===== src/rtl/heterogeneous_core_dispatcher_core_macros.svh =====
// Assertion macros for the core dispatcher.
// Included by the top level; needs nothing else.
`ifndef HETEROGENEOUS_CORE_DISPATCHER_CORE_MACROS_SVH
`define HETEROGENEOUS_CORE_DISPATCHER_CORE_MACROS_SVH
`ifndef SYNTHESIS
`define HCD_ASSERT_SAME(lbl, clock, rstn, ante, cons) \
    lbl: assert property (@(posedge clock) disable iff (!rstn) (ante) |-> (cons)) \
        else $error("dispatcher check failed");
`define HCD_ASSERT_NEXT(lbl, clock, rstn, ante, cons) \
    lbl: assert property (@(posedge clock) disable iff (!rstn) (ante) |=> (cons)) \
        else $error("dispatcher check failed");
`else
`define HCD_ASSERT_SAME(lbl, clock, rstn, ante, cons)
`define HCD_ASSERT_NEXT(lbl, clock, rstn, ante, cons)
`endif
`endif


===== src/rtl/hcd_pkg.sv =====
// Shared types, codes and helper functions of the core dispatcher.
// Used by every module of the block; depends on nothing.
package hcd_pkg;

    // Default sizes for the top-level parameters.
    localparam int NUM_CORES_DEF = 8;
    localparam int PID_BITS_DEF  = 16;

    // Fixed field widths.
    localparam int LOAD_W    = 10;
    localparam int PID_IN_W  = 16;
    localparam int CORE_IN_W = 3;
    localparam int MASK_W    = 8;

    // Item function codes.
    localparam logic FUNC_UPDATE   = 1'b0;
    localparam logic FUNC_DISPATCH = 1'b1;

    // Result status codes.
    localparam logic [1:0] STATUS_ASSIGNED = 2'd0;
    localparam logic [1:0] STATUS_RUNNING  = 2'd1;
    localparam logic [1:0] STATUS_NO_CORE  = 2'd2;
    localparam logic [1:0] STATUS_UPDATE   = 2'd3;

    // Workload codes.
    localparam logic [1:0] WL_INTERACTIVE = 2'd0;
    localparam logic [1:0] WL_CPU_BOUND   = 2'd1;
    localparam logic [1:0] WL_IO_BOUND    = 2'd2;
    localparam logic [1:0] WL_BACKGROUND  = 2'd3;

    // Frequency levels.
    localparam logic [1:0] FREQ_LOW  = 2'd0;
    localparam logic [1:0] FREQ_MID  = 2'd1;
    localparam logic [1:0] FREQ_HIGH = 2'd2;

    // Register indexes and reset values.
    localparam logic [1:0] REG_PERF_MASK = 2'd0;
    localparam logic [1:0] REG_LOW_THR   = 2'd1;
    localparam logic [1:0] REG_MID_THR   = 2'd2;
    localparam logic [1:0] REG_IO_THR    = 2'd3;

    localparam logic [MASK_W-1:0] PERF_MASK_RST = 8'd240;
    localparam logic [LOAD_W-1:0] LOW_THR_RST   = 10'd300;
    localparam logic [LOAD_W-1:0] MID_THR_RST   = 10'd700;
    localparam logic [LOAD_W-1:0] IO_THR_RST    = 10'd500;

    typedef struct packed {
        logic                 func;
        logic [CORE_IN_W-1:0] core_index;
        logic [LOAD_W-1:0]    core_load;
        logic                 core_busy_in;
        logic [PID_IN_W-1:0]  process_id;
        logic [1:0]           workload_type;
    } item_t;

    typedef struct packed {
        logic [1:0]           status;
        logic [CORE_IN_W-1:0] chosen_core;
        logic [1:0]           frequency_level;
    } result_t;

    // Write enables towards the core table.
    typedef struct packed {
        logic util_we;
        logic pid_we;
        logic busy_we;
        logic busy_data;
    } store_we_t;

    // What the scan has found so far.
    typedef struct packed {
        logic match_found;
        logic pref_found;
        logic any_found;
    } scan_flags_t;

    // Interactive and cpu-bound work prefer performance cores.
    function automatic logic wants_perf(input logic [1:0] wl);
        return (wl == WL_INTERACTIVE) || (wl == WL_CPU_BOUND);
    endfunction

    // Frequency from the workload and the utilization of the chosen core.
    function automatic logic [1:0] freq_select(input logic [1:0]        wl,
                                               input logic [LOAD_W-1:0] util,
                                               input logic [LOAD_W-1:0] low_thr,
                                               input logic [LOAD_W-1:0] mid_thr,
                                               input logic [LOAD_W-1:0] io_thr);
        logic [1:0] level;
        case (wl)
            WL_INTERACTIVE: level = FREQ_HIGH;
            WL_BACKGROUND:  level = FREQ_LOW;
            WL_IO_BOUND:    level = (util <= io_thr) ? FREQ_LOW : FREQ_MID;
            default:
            begin
                if (util <= low_thr)
                    level = FREQ_LOW;
                else if (util <= mid_thr)
                    level = FREQ_MID;
                else
                    level = FREQ_HIGH;
            end
        endcase
        return level;
    endfunction

endpackage


===== src/rtl/hcd_store.sv =====
// Core table: utilization and process memories plus the busy flags.
// Depends on hcd_pkg for the write-enable struct and field widths.
module hcd_store #(
    parameter int NUM_CORES = hcd_pkg::NUM_CORES_DEF,
    parameter int PID_BITS  = hcd_pkg::PID_BITS_DEF,
    localparam int CORE_BITS = (NUM_CORES > 1) ? $clog2(NUM_CORES) : 1
) (
    input  logic                        clk,
    input  logic                        rst_n,
    input  hcd_pkg::store_we_t          we,
    input  logic [CORE_BITS-1:0]        wr_addr,
    input  logic [hcd_pkg::LOAD_W-1:0]  wr_util,
    input  logic [PID_BITS-1:0]         wr_pid,
    input  logic [CORE_BITS-1:0]        rd_addr,
    output logic [hcd_pkg::LOAD_W-1:0]  rd_util,
    output logic [PID_BITS-1:0]         rd_pid,
    output logic                        rd_busy
);
    import hcd_pkg::*;

    logic [LOAD_W-1:0]   util_mem [NUM_CORES];
    logic [PID_BITS-1:0] pid_mem  [NUM_CORES];

    logic [NUM_CORES-1:0] util_vld_reg;
    logic [NUM_CORES-1:0] pid_vld_reg;
    logic [NUM_CORES-1:0] busy_flags_reg;

    logic [LOAD_W-1:0]   util_rdata_reg;
    logic [PID_BITS-1:0] pid_rdata_reg;
    logic                util_ok_reg;
    logic                pid_ok_reg;
    logic                busy_rdata_reg;

    // Utilization memory, one write and one registered read a cycle.
    always_ff @(posedge clk)
    begin
        if (we.util_we)
            util_mem[wr_addr] <= wr_util;
        util_rdata_reg <= util_mem[rd_addr];
    end

    // Process memory.
    always_ff @(posedge clk)
    begin
        if (we.pid_we)
            pid_mem[wr_addr] <= wr_pid;
        pid_rdata_reg <= pid_mem[rd_addr];
    end

    // Valid bits and busy flags; an entry never written reads as zero.
    always_ff @(posedge clk or negedge rst_n)
    begin
        if (!rst_n)
        begin
            util_vld_reg   <= '0;
            pid_vld_reg    <= '0;
            busy_flags_reg <= '0;
            util_ok_reg    <= 1'b0;
            pid_ok_reg     <= 1'b0;
            busy_rdata_reg <= 1'b0;
        end
        else
        begin
            if (we.util_we)
                util_vld_reg[wr_addr] <= 1'b1;
            if (we.pid_we)
                pid_vld_reg[wr_addr] <= 1'b1;
            if (we.busy_we)
                busy_flags_reg[wr_addr] <= we.busy_data;
            util_ok_reg    <= util_vld_reg[rd_addr];
            pid_ok_reg     <= pid_vld_reg[rd_addr];
            busy_rdata_reg <= busy_flags_reg[rd_addr];
        end
    end

    assign rd_util = util_ok_reg ? util_rdata_reg : '0;
    assign rd_pid  = pid_ok_reg ? pid_rdata_reg : '0;
    assign rd_busy = busy_rdata_reg;

endmodule


===== src/rtl/hcd_scan.sv =====
// Scan unit: takes one core entry a cycle and keeps the running match,
// the best preferred idle core and the best idle core. Depends on hcd_pkg.
module hcd_scan #(
    parameter int NUM_CORES = hcd_pkg::NUM_CORES_DEF,
    localparam int CORE_BITS = (NUM_CORES > 1) ? $clog2(NUM_CORES) : 1
) (
    input  logic                        clk,
    input  logic                        rst_n,
    input  logic                        sample,
    input  logic                        first,
    input  logic [CORE_BITS-1:0]        addr,
    input  logic                        core_busy,
    input  logic [hcd_pkg::LOAD_W-1:0]  util,
    input  logic                        pid_match,
    input  logic                        want_perf,
    input  logic [hcd_pkg::MASK_W-1:0]  perf_mask,
    output hcd_pkg::scan_flags_t        flags,
    output logic [CORE_BITS-1:0]        match_idx,
    output logic [CORE_BITS-1:0]        pref_idx,
    output logic [hcd_pkg::LOAD_W-1:0]  pref_util,
    output logic [CORE_BITS-1:0]        any_idx,
    output logic [hcd_pkg::LOAD_W-1:0]  any_util
);
    import hcd_pkg::*;

    scan_flags_t          flags_reg, flags_base, flags_next;
    logic [CORE_BITS-1:0] match_idx_reg, match_idx_next;
    logic [CORE_BITS-1:0] pref_idx_reg, pref_idx_next;
    logic [CORE_BITS-1:0] any_idx_reg, any_idx_next;
    logic [LOAD_W-1:0]    pref_util_reg, pref_util_next;
    logic [LOAD_W-1:0]    any_util_reg, any_util_next;
    logic [6:0]           addr_wide;
    logic                 core_perf;

    // Cores past the mask width are efficiency cores.
    assign addr_wide = 7'(addr);
    assign core_perf = (addr_wide < 7'd8) && perf_mask[addr_wide[2:0]];

    // Fold one entry into the running results; the first entry starts afresh.
    always_comb
    begin
        flags_base     = first ? scan_flags_t'('0) : flags_reg;
        flags_next     = flags_reg;
        match_idx_next = match_idx_reg;
        pref_idx_next  = pref_idx_reg;
        pref_util_next = pref_util_reg;
        any_idx_next   = any_idx_reg;
        any_util_next  = any_util_reg;
        if (sample)
        begin
            flags_next = flags_base;
            if (core_busy && pid_match && !flags_base.match_found)
            begin
                flags_next.match_found = 1'b1;
                match_idx_next         = addr;
            end
            if (!core_busy)
            begin
                if (!flags_base.any_found || util < any_util_reg)
                begin
                    flags_next.any_found = 1'b1;
                    any_idx_next         = addr;
                    any_util_next        = util;
                end
                if ((core_perf == want_perf) &&
                    (!flags_base.pref_found || util < pref_util_reg))
                begin
                    flags_next.pref_found = 1'b1;
                    pref_idx_next         = addr;
                    pref_util_next        = util;
                end
            end
        end
    end

    always_ff @(posedge clk or negedge rst_n)
    begin
        if (!rst_n)
            flags_reg <= '0;
        else
            flags_reg <= flags_next;
    end

    always_ff @(posedge clk)
    begin
        match_idx_reg <= match_idx_next;
        pref_idx_reg  <= pref_idx_next;
        pref_util_reg <= pref_util_next;
        any_idx_reg   <= any_idx_next;
        any_util_reg  <= any_util_next;
    end

    assign flags     = flags_reg;
    assign match_idx = match_idx_reg;
    assign pref_idx  = pref_idx_reg;
    assign pref_util = pref_util_reg;
    assign any_idx   = any_idx_reg;
    assign any_util  = any_util_reg;

endmodule


===== src/rtl/heterogeneous_core_dispatcher_core.sv =====
// Top level of the core dispatcher: command port, registers, sequencer.
// Depends on hcd_pkg, hcd_store, hcd_scan and the assertion macro header.
`include "heterogeneous_core_dispatcher_core_macros.svh"

// An item is taken when start is high and busy is low. A status update
// writes the core table at once and its result strobes on done in the next
// cycle, so updates can follow one another every cycle. A dispatch reads the
// core table through its single read port, one core a cycle in the scan
// state, then passes through the drain and done states before the done
// strobe; busy drops in the strobe cycle, where the next item may be taken.
// The result is on its ports for that one cycle only: the receiver cannot
// stall it. The table needs no clearing pass after reset.
module heterogeneous_core_dispatcher_core #(
    parameter int NUM_CORES = hcd_pkg::NUM_CORES_DEF,
    parameter int PID_BITS  = hcd_pkg::PID_BITS_DEF
) (
    input  logic             clk,
    input  logic             rst_n,
    input  logic             start,
    output logic             busy,
    input  hcd_pkg::item_t   item,
    output logic             done,
    output hcd_pkg::result_t result,
    input  logic             psel,
    input  logic             penable,
    input  logic             pwrite,
    input  logic [3:0]       paddr,
    input  logic [31:0]      pwdata,
    output logic [31:0]      prdata,
    output logic             pready
);
    import hcd_pkg::*;

    localparam int CORE_BITS = (NUM_CORES > 1) ? $clog2(NUM_CORES) : 1;
    localparam logic [CORE_BITS-1:0] LAST_CORE = CORE_BITS'(NUM_CORES - 1);

    // Sequencer states.
    localparam logic [1:0] ST_IDLE  = 2'd0;
    localparam logic [1:0] ST_SCAN  = 2'd1;
    localparam logic [1:0] ST_DRAIN = 2'd2;
    localparam logic [1:0] ST_DONE  = 2'd3;

    logic [1:0]           state_reg, state_next;
    logic [CORE_BITS-1:0] cnt_reg, cnt_next;
    logic                 smp_vld_reg, smp_first_reg;
    logic [CORE_BITS-1:0] smp_addr_reg;

    logic [PID_BITS-1:0]  pid_reg;
    logic [1:0]           wl_reg;

    logic [MASK_W-1:0]    perf_mask_reg;
    logic [LOAD_W-1:0]    low_thr_reg, mid_thr_reg, io_thr_reg;

    logic                 done_reg, done_next;
    result_t              result_reg, result_next;

    logic                 accept, update_acc, idx_ok, cfg_write;
    logic [PID_BITS-1:0]  pid_in;

    store_we_t            we;
    logic [CORE_BITS-1:0] wr_addr;
    logic [LOAD_W-1:0]    rd_util;
    logic [PID_BITS-1:0]  rd_pid;
    logic                 rd_busy;

    scan_flags_t          flags;
    logic [CORE_BITS-1:0] match_idx, pref_idx, any_idx, pick_idx;
    logic [LOAD_W-1:0]    pref_util, any_util, pick_util;
    logic                 assigned;

    assign busy       = (state_reg != ST_IDLE);
    assign accept     = start && !busy;
    assign update_acc = accept && (item.func == FUNC_UPDATE);
    assign idx_ok     = (32'(item.core_index) < NUM_CORES);
    assign pid_in     = PID_BITS'(item.process_id);

    // Configuration port: always ready, written in the access phase.
    assign pready    = 1'b1;
    assign cfg_write = psel && penable && pwrite;

    always_ff @(posedge clk or negedge rst_n)
    begin
        if (!rst_n)
        begin
            perf_mask_reg <= PERF_MASK_RST;
            low_thr_reg   <= LOW_THR_RST;
            mid_thr_reg   <= MID_THR_RST;
            io_thr_reg    <= IO_THR_RST;
        end
        else if (cfg_write)
        begin
            unique case (paddr[3:2])
                REG_PERF_MASK: perf_mask_reg <= pwdata[MASK_W-1:0];
                REG_LOW_THR:   low_thr_reg   <= pwdata[LOAD_W-1:0];
                REG_MID_THR:   mid_thr_reg   <= pwdata[LOAD_W-1:0];
                REG_IO_THR:    io_thr_reg    <= pwdata[LOAD_W-1:0];
                default:       perf_mask_reg <= perf_mask_reg;
            endcase
        end
    end

    // Register read-back.
    always_comb
    begin
        unique case (paddr[3:2])
            REG_PERF_MASK: prdata = 32'(perf_mask_reg);
            REG_LOW_THR:   prdata = 32'(low_thr_reg);
            REG_MID_THR:   prdata = 32'(mid_thr_reg);
            REG_IO_THR:    prdata = 32'(io_thr_reg);
            default:       prdata = '0;
        endcase
    end

    // Dispatch sequencer: scan every core, drain the read pipe, decide.
    always_comb
    begin
        state_next = state_reg;
        cnt_next   = cnt_reg;
        unique case (state_reg)
            ST_IDLE:
            begin
                if (accept && item.func == FUNC_DISPATCH)
                begin
                    state_next = ST_SCAN;
                    cnt_next   = '0;
                end
            end
            ST_SCAN:
            begin
                if (cnt_reg == LAST_CORE)
                    state_next = ST_DRAIN;
                else
                    cnt_next = cnt_reg + 1'b1;
            end
            ST_DRAIN: state_next = ST_DONE;
            ST_DONE:  state_next = ST_IDLE;
            default:  state_next = ST_IDLE;
        endcase
    end

    always_ff @(posedge clk or negedge rst_n)
    begin
        if (!rst_n)
        begin
            state_reg     <= ST_IDLE;
            cnt_reg       <= '0;
            smp_vld_reg   <= 1'b0;
            smp_first_reg <= 1'b0;
            done_reg      <= 1'b0;
        end
        else
        begin
            state_reg     <= state_next;
            cnt_reg       <= cnt_next;
            smp_vld_reg   <= (state_reg == ST_SCAN);
            smp_first_reg <= (state_reg == ST_SCAN) && (cnt_reg == '0);
            done_reg      <= done_next;
        end
    end

    // Item payload and the address that goes with each read.
    always_ff @(posedge clk)
    begin
        smp_addr_reg <= cnt_reg;
        result_reg   <= result_next;
        if (accept)
        begin
            pid_reg <= pid_in;
            wl_reg  <= item.workload_type;
        end
    end

    // Final choice: a running match wins, then a preferred core, then any.
    assign assigned  = !flags.match_found && (flags.pref_found || flags.any_found);
    assign pick_idx  = flags.pref_found ? pref_idx : any_idx;
    assign pick_util = flags.pref_found ? pref_util : any_util;

    always_comb
    begin
        done_next   = 1'b0;
        result_next = '0;
        if (update_acc)
        begin
            done_next          = 1'b1;
            result_next.status = STATUS_UPDATE;
        end
        else if (state_reg == ST_DONE)
        begin
            done_next = 1'b1;
            if (flags.match_found)
            begin
                result_next.status      = STATUS_RUNNING;
                result_next.chosen_core = CORE_IN_W'(match_idx);
            end
            else if (assigned)
            begin
                result_next.status          = STATUS_ASSIGNED;
                result_next.chosen_core     = CORE_IN_W'(pick_idx);
                result_next.frequency_level = freq_select(wl_reg, pick_util, low_thr_reg,
                                                          mid_thr_reg, io_thr_reg);
            end
            else
            begin
                result_next.status = STATUS_NO_CORE;
            end
        end
    end

    // Table writes: status updates on transfer, assignments when decided.
    always_comb
    begin
        we      = '0;
        wr_addr = CORE_BITS'(item.core_index);
        if (update_acc)
        begin
            we.util_we   = idx_ok;
            we.busy_we   = idx_ok;
            we.busy_data = item.core_busy_in;
        end
        else if (state_reg == ST_DONE && assigned)
        begin
            we.pid_we    = 1'b1;
            we.busy_we   = 1'b1;
            we.busy_data = 1'b1;
            wr_addr      = pick_idx;
        end
    end

    hcd_store #(
        .NUM_CORES (NUM_CORES),
        .PID_BITS  (PID_BITS)
    ) u_store (
        .clk     (clk),
        .rst_n   (rst_n),
        .we      (we),
        .wr_addr (wr_addr),
        .wr_util (item.core_load),
        .wr_pid  (pid_reg),
        .rd_addr (cnt_reg),
        .rd_util (rd_util),
        .rd_pid  (rd_pid),
        .rd_busy (rd_busy)
    );

    hcd_scan #(
        .NUM_CORES (NUM_CORES)
    ) u_scan (
        .clk       (clk),
        .rst_n     (rst_n),
        .sample    (smp_vld_reg),
        .first     (smp_first_reg),
        .addr      (smp_addr_reg),
        .core_busy (rd_busy),
        .util      (rd_util),
        .pid_match (rd_pid == pid_reg),
        .want_perf (wants_perf(wl_reg)),
        .perf_mask (perf_mask_reg),
        .flags     (flags),
        .match_idx (match_idx),
        .pref_idx  (pref_idx),
        .pref_util (pref_util),
        .any_idx   (any_idx),
        .any_util  (any_util)
    );

    assign done   = done_reg;
    assign result = result_reg;

    // A decision always ends in a strobe, and a strobe never comes mid-dispatch.
    `HCD_ASSERT_NEXT(a_done_after_decide, clk, rst_n, state_reg == ST_DONE, done)
    `HCD_ASSERT_SAME(a_idle_when_done, clk, rst_n, done, !busy)
    // A status update answers in the next cycle with update done.
    `HCD_ASSERT_NEXT(a_update_answer, clk, rst_n, update_acc, done && result.status == STATUS_UPDATE)
    // The scan always covers the last core before a decision is made.
    `HCD_ASSERT_SAME(a_scan_drains, clk, rst_n, state_reg == ST_DRAIN, smp_vld_reg && smp_addr_reg == LAST_CORE)

endmodule

===== config.mk =====
export PLATFORM = sky130hd
export DESIGN_NAME = heterogeneous_core_dispatcher_core
export DESIGN_NICKNAME = d
export VERILOG_FILES = /design/src/rtl/hcd_pkg.sv /design/src/rtl/hcd_store.sv /design/src/rtl/hcd_scan.sv /design/src/rtl/heterogeneous_core_dispatcher_core.sv
export VERILOG_INCLUDE_DIRS = /design/src /design/src/rtl
export SDC_FILE = /design/constraint.sdc
export NUM_CORES = 1
export LEC_CHECK = 0
export ABC_AREA = 0
export BUFFER_PORTS_ARGS = -buffer_cell sky130_fd_sc_hd__buf_2
export CAP_MARGIN = 20
export CORE_MARGIN = 2
export CORE_UTILIZATION = 47
export DETAILED_ROUTE_END_ITERATION = 10
export HOLD_SLACK_MARGIN = 0.1
export SLEW_MARGIN = 40
export SYNTH_ARGS = -nofsm -noshare
export SYNTH_HDL_FRONTEND = slang
export SYNTH_SLANG_ARGS = --single-unit

===== constraint.sdc =====
create_clock -name clk -period 3.8 [get_ports clk]
set_input_delay 0.38 -clock clk [delete_from_list [all_inputs] [get_ports clk]]
set_output_delay 0.38 -clock clk [all_outputs]
set_load 0.1 [all_outputs]

==> results of run 1 <==
==> per-stage QoR <==
step                total power [mW]  setup slack [ps]  hold slack [ps]  cells  instance area [um^2]
finish                         12.87             895.5            108.5   1568                 18090
global route                   13.59             676.4            116.0   1567                 18090
global placement               9.257             816.7            446.0   1470                 16580
detailed placement             9.308             833.3            450.3   1470                 16580
CTS                            13.02             818.1            103.0   1567                 18090
floorplan                      8.364             574.6            84.41    986                 15730
==> metal layers <==
layer  vias up  track usage  share of wire
met5         -            0              0
met4         0      0.04884          0.018
met3        39      0.02671          0.037
met2       169       0.2931           0.47
met1      4285       0.2665           0.47
li1       3904            -              -
==> power breakdown <==
group / switching (mW) / internal [mW] / total, mW
logic: 1.93 / 1.55 / 3.49
clock network: 1.47 / 2.18 / 3.65
registers: 0.633 / 5.10 / 5.74
total: 4.03 / 8.84 / 12.9
==> critical path, delay by kind of cell, from the launching register on <==
| family | cells | cell delay [ps] |
|---|---|---|
| compound gates | 4 | 980 |
| fa+ha+maj | 1 | 300 |
| flops | 1 | 460 |
| simple gates | 2 | 580 |
| buf+inv | 1 | 300 |
==> synth_stat cells (all sizes together) (20+ instances only) <==
master  count  share of area
dfrtp      56          0.090
nor3       23         0.0080
nand2      43          0.010
dfstp      20          0.034
ha         53          0.042
inv        57          0.014
buf        35          0.016
mux4       68          0.098
o21ai      34          0.011
mux2       72          0.052
nor2       25         0.0060
edfxtp    255           0.49
dfxtp      36          0.046
==> area by class of cell <==
type	count	area share
Inverter	57	0.01183
Timing Repair Buffer	119	0.04482
Clock buffer	62	0.06446
Clock inverter	10	0.004772
Multi-Input combinational cell	510	0.2734
Antenna cell	1	0.0001383
Tap cell	442	0.03057
Sequential cell	367	0.5700
==> cells by family after synthesis <==
family | Yosys count | synth area share
multiplexers | 149 | 0.1572
adder cells (fa/ha/maj) | 53 | 0.04236
AND/OR/NAND/NOR | 176 | 0.06131
buffers and inverters | 109 | 0.03325
AO/OA/AOI/OAI | 103 | 0.04372
other | 2 | 0.0004798
XOR/XNOR | 6 | 0.003358
flip-flops | 367 | 0.6583
==> how the worst max path moves through the flow <==
stage / endpoint / startpoint
floorplan: prdata[8] / paddr[2]
detailed placement: u_scan.any_util[8] / u_store.util_ok_reg
global placement: u_store.pid_mem[5][14] / u_scan.flags[1]
global route: u_scan.any_util[7] / u_store.util_ok_reg
CTS: u_scan.any_util[6] / u_store.util_ok_reg
finish: u_scan.any_util[8] / u_store.util_ok_reg
==> repair_timing <==
action | CTS | global route
hold buffers | 25 | 0
endpoints found under the hold margin | 56 | 0
gates resized for setup | 0 | 0
==> flow_summary.toml, run 1 <==
[floorplanning]
dieWidth_um = 186.5
io_pins = 117
rows = 66
core-area_mm2 = 0.03270
die_h_um = 186.5
fp.dieArea_mm2 = 0.03478
initial_core_util = 0.4787

[worst_setup_path]
reg2reg_slack_ps = 900
critPathSlowestCell = "a21oi_1"
crit_chain = "and2_1 -> ha_1 -> o21ai_0 -> a31oi_1 -> or3_1 -> a41o_1 -> a21oi_1 -> buf_4"
reg2reg_depth = 8
worst_ep_required_time_ps = 4030
crit-reg2reg-launch = "u_store.util_ok_reg"
timing.critical_path.arrival_ps = 3130
end_kind = "flip-flop"
cpPeakStageDelay_ps = 570
r2r_end = "u_scan.any_util[8]"
crit_type = "flip-flop to flip-flop"
cp_max_fo = 10
startpoint_type = "flip-flop"

[cells_and_area]
mostFrequentLayoutCell = "edfxtp_1"
regArea_mm2 = 0.01031
multi_input_comb_area_mm2 = 0.004946
fill_cells = 2656
largest_reg_flops = 128
reg.largest.list = "u_store.pid_mem (128), u_store.util_mem (80)"
area.growth.synth_to_final_pct = 15.56
fin_util = 0.5532
drive_gt1_frac = 0.2987
largest-register = "u_store.pid_mem"
layout_common_cells = "edfxtp_1, mux4_2, buf_2"
nets = 1222

[hold_path]
whs_endpoint = "low_thr_reg[6]"
min_from = "pwdata[6]"
hp-class = "input pin to flip-flop"
whs_path_depth = 3

[cts]
root_buffer = "clkbuf_16"
clock-sinks = 367
post_cts_buffers = 0
tritoncts = "done"
cts_buffer_depth = 3
clk_pin_slew_ps = 60
clk_latency_ps = 520
htreeDepth = 2
cts_buffers = 39

[timing]
fmax_mhz = 344.3
report.final.slew_viol_count = 0
period_needed_ps = 2904
post-route-period-util = 0.7643
maxSlewHeadroom = 0.4601
max_slew.worst_pin.slew_ps = 809.9
setup_viol = 0
worst_clock_skew_ps = 11.55
final.setup.tns_ps = 0
rsz0062_at_grt = "no"
hold_viol = 0

[place]
place_hpwl_mm = 20.11
gp_congestion = 0.8075
port_buffers = 69

[routing]
ant_nets = 0
wirelength_mm = 31.31
wl_per_cell_um = 19.97
drt_iter0_markers = 451
vias_per_cell = 5.355
num_vias = 8397
post-route-drc-count = 0
drtPass1Iterations = 4

[synth]
avgSynthCellArea_um2 = 16.22
ys_async_sr_fraction = 0.2071
synth_edf_count = 255
synth_cells = 965
yosysWarnings = 0
post_synth_num_cell_types = 72
yosysSeqAreaShare = 0.6583
synth_seq_cells = 367
synth_ff_type = "edfxtp_1"
syn-cell-area_mm2 = 0.01565

[status]
run_status = "finished clean"

[grt]
grt_overflow = 0
grt_pass1_wl_mm = 49.34
grt_antenna_before_repair = 1
grt_max_degree = 54
track_usage = 0.1835
grt_pass1_vias = 8493

[power_and_ir_drop]
power_density_mw_per_mm2 = 711.4
power_leakage_nw = 6.748
ir_worst_vdd_uv = 346.1

[job]
max_cap_viol_count = 0
No activity file was read; power rests on OpenSTA's default activity.
==> run 2, diff against run 1 <==
==> constraint.sdc (replaced) <==
create_clock -name clk -period 2.8 [get_ports clk]
set_input_delay 0.28 -clock clk [delete_from_list [all_inputs] [get_ports clk]]
set_output_delay 0.28 -clock clk [all_outputs]
set_load 0.1 [all_outputs]
==> run 2 against run 1 <==
Sequential power grew 33%. Clock skew grew 3.9 ps. Largest power group unchanged. Highest routed layer unchanged. Flip-flop and latch count is the same. First-iteration DRC count shrank 0.89%.
==> flow_summary.toml, run 2 (synthesis results as in run 1) <==
[status]
run_status = "finished clean"

[grt]
grt_pass1_wl_mm = 50.40
grt_overflow = 0
track_usage = 0.1876
grt_pass1_vias = 8695
grt_antenna_before_repair = 1
grt_max_degree = 68

[timing]
report.final.slew_viol_count = 0
max_slew.worst_pin.slew_ps = 723.4
worst_clock_skew_ps = 15.40
fmax_mhz = 390.5
maxSlewHeadroom = 0.5151
hold_viol = 0
setup_viol = 0
post-route-period-util = 0.9146
rsz0062_at_grt = "no"
period_needed_ps = 2561

[hold_path]
hp-class = "input pin to flip-flop"

[cts]
root_buffer = "clkbuf_16"
clk_pin_slew_ps = 60
cts_buffers = 40
cts_buffer_depth = 3
clock-sinks = 367
htreeDepth = 2
clk_latency_ps = 530
tritoncts = "done"

[cells_and_area]
postLayoutCellArea_mm2 = 0.01853
area.growth.synth_to_final_pct = 18.36
reg.largest.list = "u_store.pid_mem (128), u_store.util_mem (80)"
mostFrequentLayoutCell = "edfxtp_1"
drive_gt1_frac = 0.3086
nets = 1257
stdcell_count = 1603
largest-register = "u_store.pid_mem"
layout_common_cells = "edfxtp_1, mux4_2, buf_2"
largest_reg_flops = 128

[power_and_ir_drop]
power_density_mw_per_mm2 = 959.3
fin_total_pwr_mw = 17.77
power_leakage_nw = 6.935
ir_worst_vdd_uv = 661.8

[worst_setup_path]
cp_max_fo = 7
critPathSlowestCell = "nor2_1"
reg2reg_slack_ps = 240
cp_num_buf_inv = 2
end_kind = "flip-flop"
timing.critical_path.arrival_ps = 2800
crit_type = "flip-flop to flip-flop"
crit_chain = "inv_1 -> ha_1 -> and3b_1 -> nor3_2 -> o21ai_2 -> nor2_1 -> buf_4"
startpoint_type = "flip-flop"
worst_ep_required_time_ps = 3040
cpPeakStageDelay_ps = 420
cp_top_family = "simple AND/OR/NAND/NOR gates"

[routing]
num_vias = 8456
post-route-drc-count = 0
drtPass1Iterations = 5
vias_per_cell = 5.275
wl_per_cell_um = 19.71
ant_nets = 0
drt_iter0_markers = 447
wirelength_mm = 31.59

[place]
port_buffers = 69
gp_congestion = 0.7970
place_area_mm2 = 0.01685
place_hpwl_mm = 20.25
placed_cells = 1490

[floorplanning]
io_pins = 117
dieWidth_um = 186.5
rows = 66
fp.dieArea_mm2 = 0.03478
die_h_um = 186.5
initial_core_util = 0.4787
core-area_mm2 = 0.03270

[job]
max_cap_viol_count = 0
[run 2: cell types whose count changed in the layout (fill, tap and decap cells not counted), moves of 3 or more]
cell,change
buf_12,+9
clkinv_2,-3
dlygate4sd3_1,+14
clkinvlp_4,+3
buf_4,+10
clkbuf_8,+3
[run 2: area by class of cell]
| class | count | area [um^2] |
|---|---|---|
| Clock buffer | 64 | 1182 |
| Inverter | 57 | 214.0 |
| Sequential cell | 367 | 10310 |
| Clock inverter | 9 | 98.84 |
| Tap cell | 442 | 553.0 |
| Fill cell | 2572 | 14170 |
| Antenna cell | 1 | 2.502 |
| Timing Repair Buffer | 153 | 1217 |
| Multi-Input combinational cell | 510 | 4950 |
[run 2: tightest hold or removal path: cells and delay by family]
family	cells	cell delay [ps]
AND/OR/NAND/NOR	1	260
multiplexers	1	170
buffers and inverters	1	100
[run 2: final timing paths]
kind / depth (start not counted) / endpoint / start
worst max-delay path: 7 / u_store.util_mem[5][1] / state_reg[0]
worst min-delay path: 3 / u_store.busy_flags_reg[0] / item[18]
worst max register to register: 7 / u_store.util_mem[5][1] / state_reg[0]
worst min register to register: 1 / u_store.util_vld_reg[7] / u_store.util_vld_reg[7]
max in group asynchronous: 3 / u_store.pid_vld_reg[6] / rst_n
min in group asynchronous: 2 / low_thr_reg[6] / rst_n
[run 2: metrics by stage]
step	setup slack (ps)	setup TNS [ps]	hold WS, ps	utilization
finish	239.1	0	311.2	0.5666
global route	5.441	0	332.8	0.5665
CTS	198.1	0	291.4	0.5665
detailed placement	208.3	0	333.5	0.5154
global placement	176.3	0	442.5	0.5153
floorplan	-158.2	-5222	-15.59	-
[run 2: where the power goes]
group          leakage, nW  switching, mW  internal (mW)  total, mW
clock                0.613           2.05           3.00       5.05
sequential            3.48          0.709           6.93       7.64
combinational         2.84           2.81           2.28       5.09
[run 2: timing repair]
action | 4_1_cts | 5_1_grt
hold buffers | 39 | 0
hold endpoints to repair | 182 | 0
resized for setup | 0 | 0
setup buffers | 0 | 0
[run 2: layer usage]
layer	vias up	GRT usage	wire length (um)
met3	38	0.02934	1282
met2	155	0.2882	14310
li1	3983	-	-
met4	0	0.04731	510
met1	4280	0.2821	15480
met5	-	0	0
==> run 3, diff against run 2 <==
--- a/config.mk
+++ b/config.mk
@@ -7,11 +7,11 @@
 export NUM_CORES = 1
 export LEC_CHECK = 0
 export ABC_AREA = 0
-export BUFFER_PORTS_ARGS = -buffer_cell sky130_fd_sc_hd__buf_2
 export CAP_MARGIN = 20
-export CORE_MARGIN = 2
+export CORE_MARGIN = 4
 export CORE_UTILIZATION = 47
 export DETAILED_ROUTE_END_ITERATION = 10
+export DONT_BUFFER_PORTS = 1
 export HOLD_SLACK_MARGIN = 0.1
 export SLEW_MARGIN = 40
 export SYNTH_ARGS = -nofsm -noshare
==> run 3 against run 2 <==
Count of clock-buffer cells in the layout decreased by 4. Sequential power increased by 3.0%. Die area increased by 4.3%. Hold slack got worse by 190 ps. Via count decreased by 2.0%. Power increased by 0.78%. Global-route usage decreased by 1.0 points.
==> flow_summary.toml, run 3 (synthesis results as in run 1) <==
[status]
run_status = "finished clean"

[floorplanning]
die_h_um = 190.5
initial_core_util = 0.4787
core-area_mm2 = 0.03270
io_pins = 117
fp.dieArea_mm2 = 0.03629
rows = 66
dieWidth_um = 190.5

[cts]
cts_buffer_depth = 3
htreeDepth = 2
tritoncts = "done"
root_buffer = "clkbuf_16"
clock-sinks = 367
clk_latency_ps = 540
clk_pin_slew_ps = 60
cts_buffers = 39

[worst_setup_path]
worstSetupPathDepth = 8
cpPeakStageDelay_ps = 420
crit_type = "flip-flop to flip-flop"
critPathSlowestCell = "dfrtp_1"
crit_chain = "inv_1 -> ha_1 -> and3b_1 -> nor3_2 -> o21ai_2 -> nand2_1 -> nor2_1 -> buf_4"
end_kind = "flip-flop"
reg2reg_depth = 8
cp_num_buf_inv = 2
timing.critical_path.arrival_ps = 2810
startpoint_type = "flip-flop"
worst_ep_required_time_ps = 3030
cp_top_family = "simple AND/OR/NAND/NOR gates"
cp_max_fo = 10

[grt]
grt_pass1_wl_mm = 49.71
grt_antenna_before_repair = 1
grt_overflow = 0
grt_max_degree = 77
grt_pass1_vias = 8536
track_usage = 0.1773

[routing]
drtPass1Iterations = 5
wl_per_cell_um = 20.57
vias_per_cell = 5.398
num_vias = 8286
post-route-drc-count = 0
wirelength_mm = 31.57
drt_iter0_markers = 516
ant_nets = 0

[cells_and_area]
nets = 1190
fill_cells = 2582
largest-register = "u_store.pid_mem"
drive_gt1_frac = 0.2754
fin_util = 0.5597
area.growth.synth_to_final_pct = 16.93
reg.largest.list = "u_store.pid_mem (128), u_store.util_mem (80)"
postLayoutCellArea_mm2 = 0.01830
layout_common_cells = "edfxtp_1, mux4_2, mux2_2"
largest_reg_flops = 128
n_antenna_cell = 0
mostFrequentLayoutCell = "edfxtp_1"

[hold_path]
hp-class = "input pin to flip-flop"
whs_path_depth = 2

[timing]
post-route-period-util = 0.9239
worst_clock_skew_ps = 22.95
period_needed_ps = 2587
fmax_mhz = 386.6
final.setup.tns_ps = 0
setup_viol = 0
report.final.slew_viol_count = 0
rsz0062_at_grt = "no"
maxSlewHeadroom = 0.4518
max_slew.worst_pin.slew_ps = 819.3
hold_viol = 0

[power_and_ir_drop]
fin_total_pwr_mw = 17.91
power_density_mw_per_mm2 = 978.6
ir_worst_vdd_uv = 509.0
power_leakage_nw = 6.715

[place]
port_buffers = 0
gp_congestion = 0.8208
place_hpwl_mm = 20.52
place_area_mm2 = 0.01653

[job]
max_cap_viol_count = 0
-- run 3: cell count changes in the layout (fill, tap and decap cells not counted), moves of 2 or more --
cell	change
buf_2	-68
clkinv_2	+3
dfxtp_1	-7
o21ai_2	+2
bufinv_16	+2
dfxtp_2	+7
clkinv_4	-2
clkbuf_1	-3
clkbuf_8	-2
clkinvlp_4	-3
-- run 3: worst paths after layout --
kind                       slack (ps)                     from                      end
max                               210             state_reg[0]   u_store.util_mem[2][4]
min                               120                 paddr[3]         perf_mask_reg[6]
max reg2reg                       210             state_reg[0]   u_store.util_mem[2][4]
min reg2reg                       460  u_store.util_vld_reg[1]  u_store.util_vld_reg[1]
max in group asynchronous        2070                    rst_n               cnt_reg[0]
min in group asynchronous         340                    rst_n           low_thr_reg[6]
-- run 3: stage by stage --
step                      worst slack [ps]  hold WS [ps]  cells
after floorplan                     -158.2        -15.59    986
after global placement               243.7        -12.56   1422
after detailed placement             190.7        -12.17   1422
after CTS                            164.1         109.4   1535
after global routing                 22.08         113.9   1535
final                                213.2         119.9   1535
-- run 3: power breakdown --
group          total (mW)  switching, mW  internal (mW)
Combinational        4.79           2.54           2.25
Sequential           7.87          0.941           6.93
Clock                5.25           2.07           3.18
Total                17.9           5.55           12.4
-- run 3: final cells by class --
type / instances / area, um^2 / share of cell area
flip-flops and latches: 367 / 10320 / 0.5638
clock buffers: 60 / 1169 / 0.06385
multi-input cells: 510 / 4952 / 0.2706
inverters: 57 / 214.0 / 0.01169
repair buffers: 87 / 923.4 / 0.05045
well taps: 442 / 553.0 / 0.03021
clock inverters: 12 / 172.7 / 0.009433
-- run 3: per-layer routing --
metal | share of wire | wire length (um) | global-route usage
met2 | 0.46 | 14590 | 0.2760
met3 | 0.054 | 1715 | 0.03955
met4 | 0.016 | 501 | 0.04033
met1 | 0.47 | 14750 | 0.2588
met5 | 0.00041 | 13 | 0
-- run 3: timing repair --
action,CTS,global route
gates resized for setup,0,1
hold buffers,41,0
endpoints found under the setup margin,0,2
buffers inserted,0,0
endpoints found under the hold margin,212,0
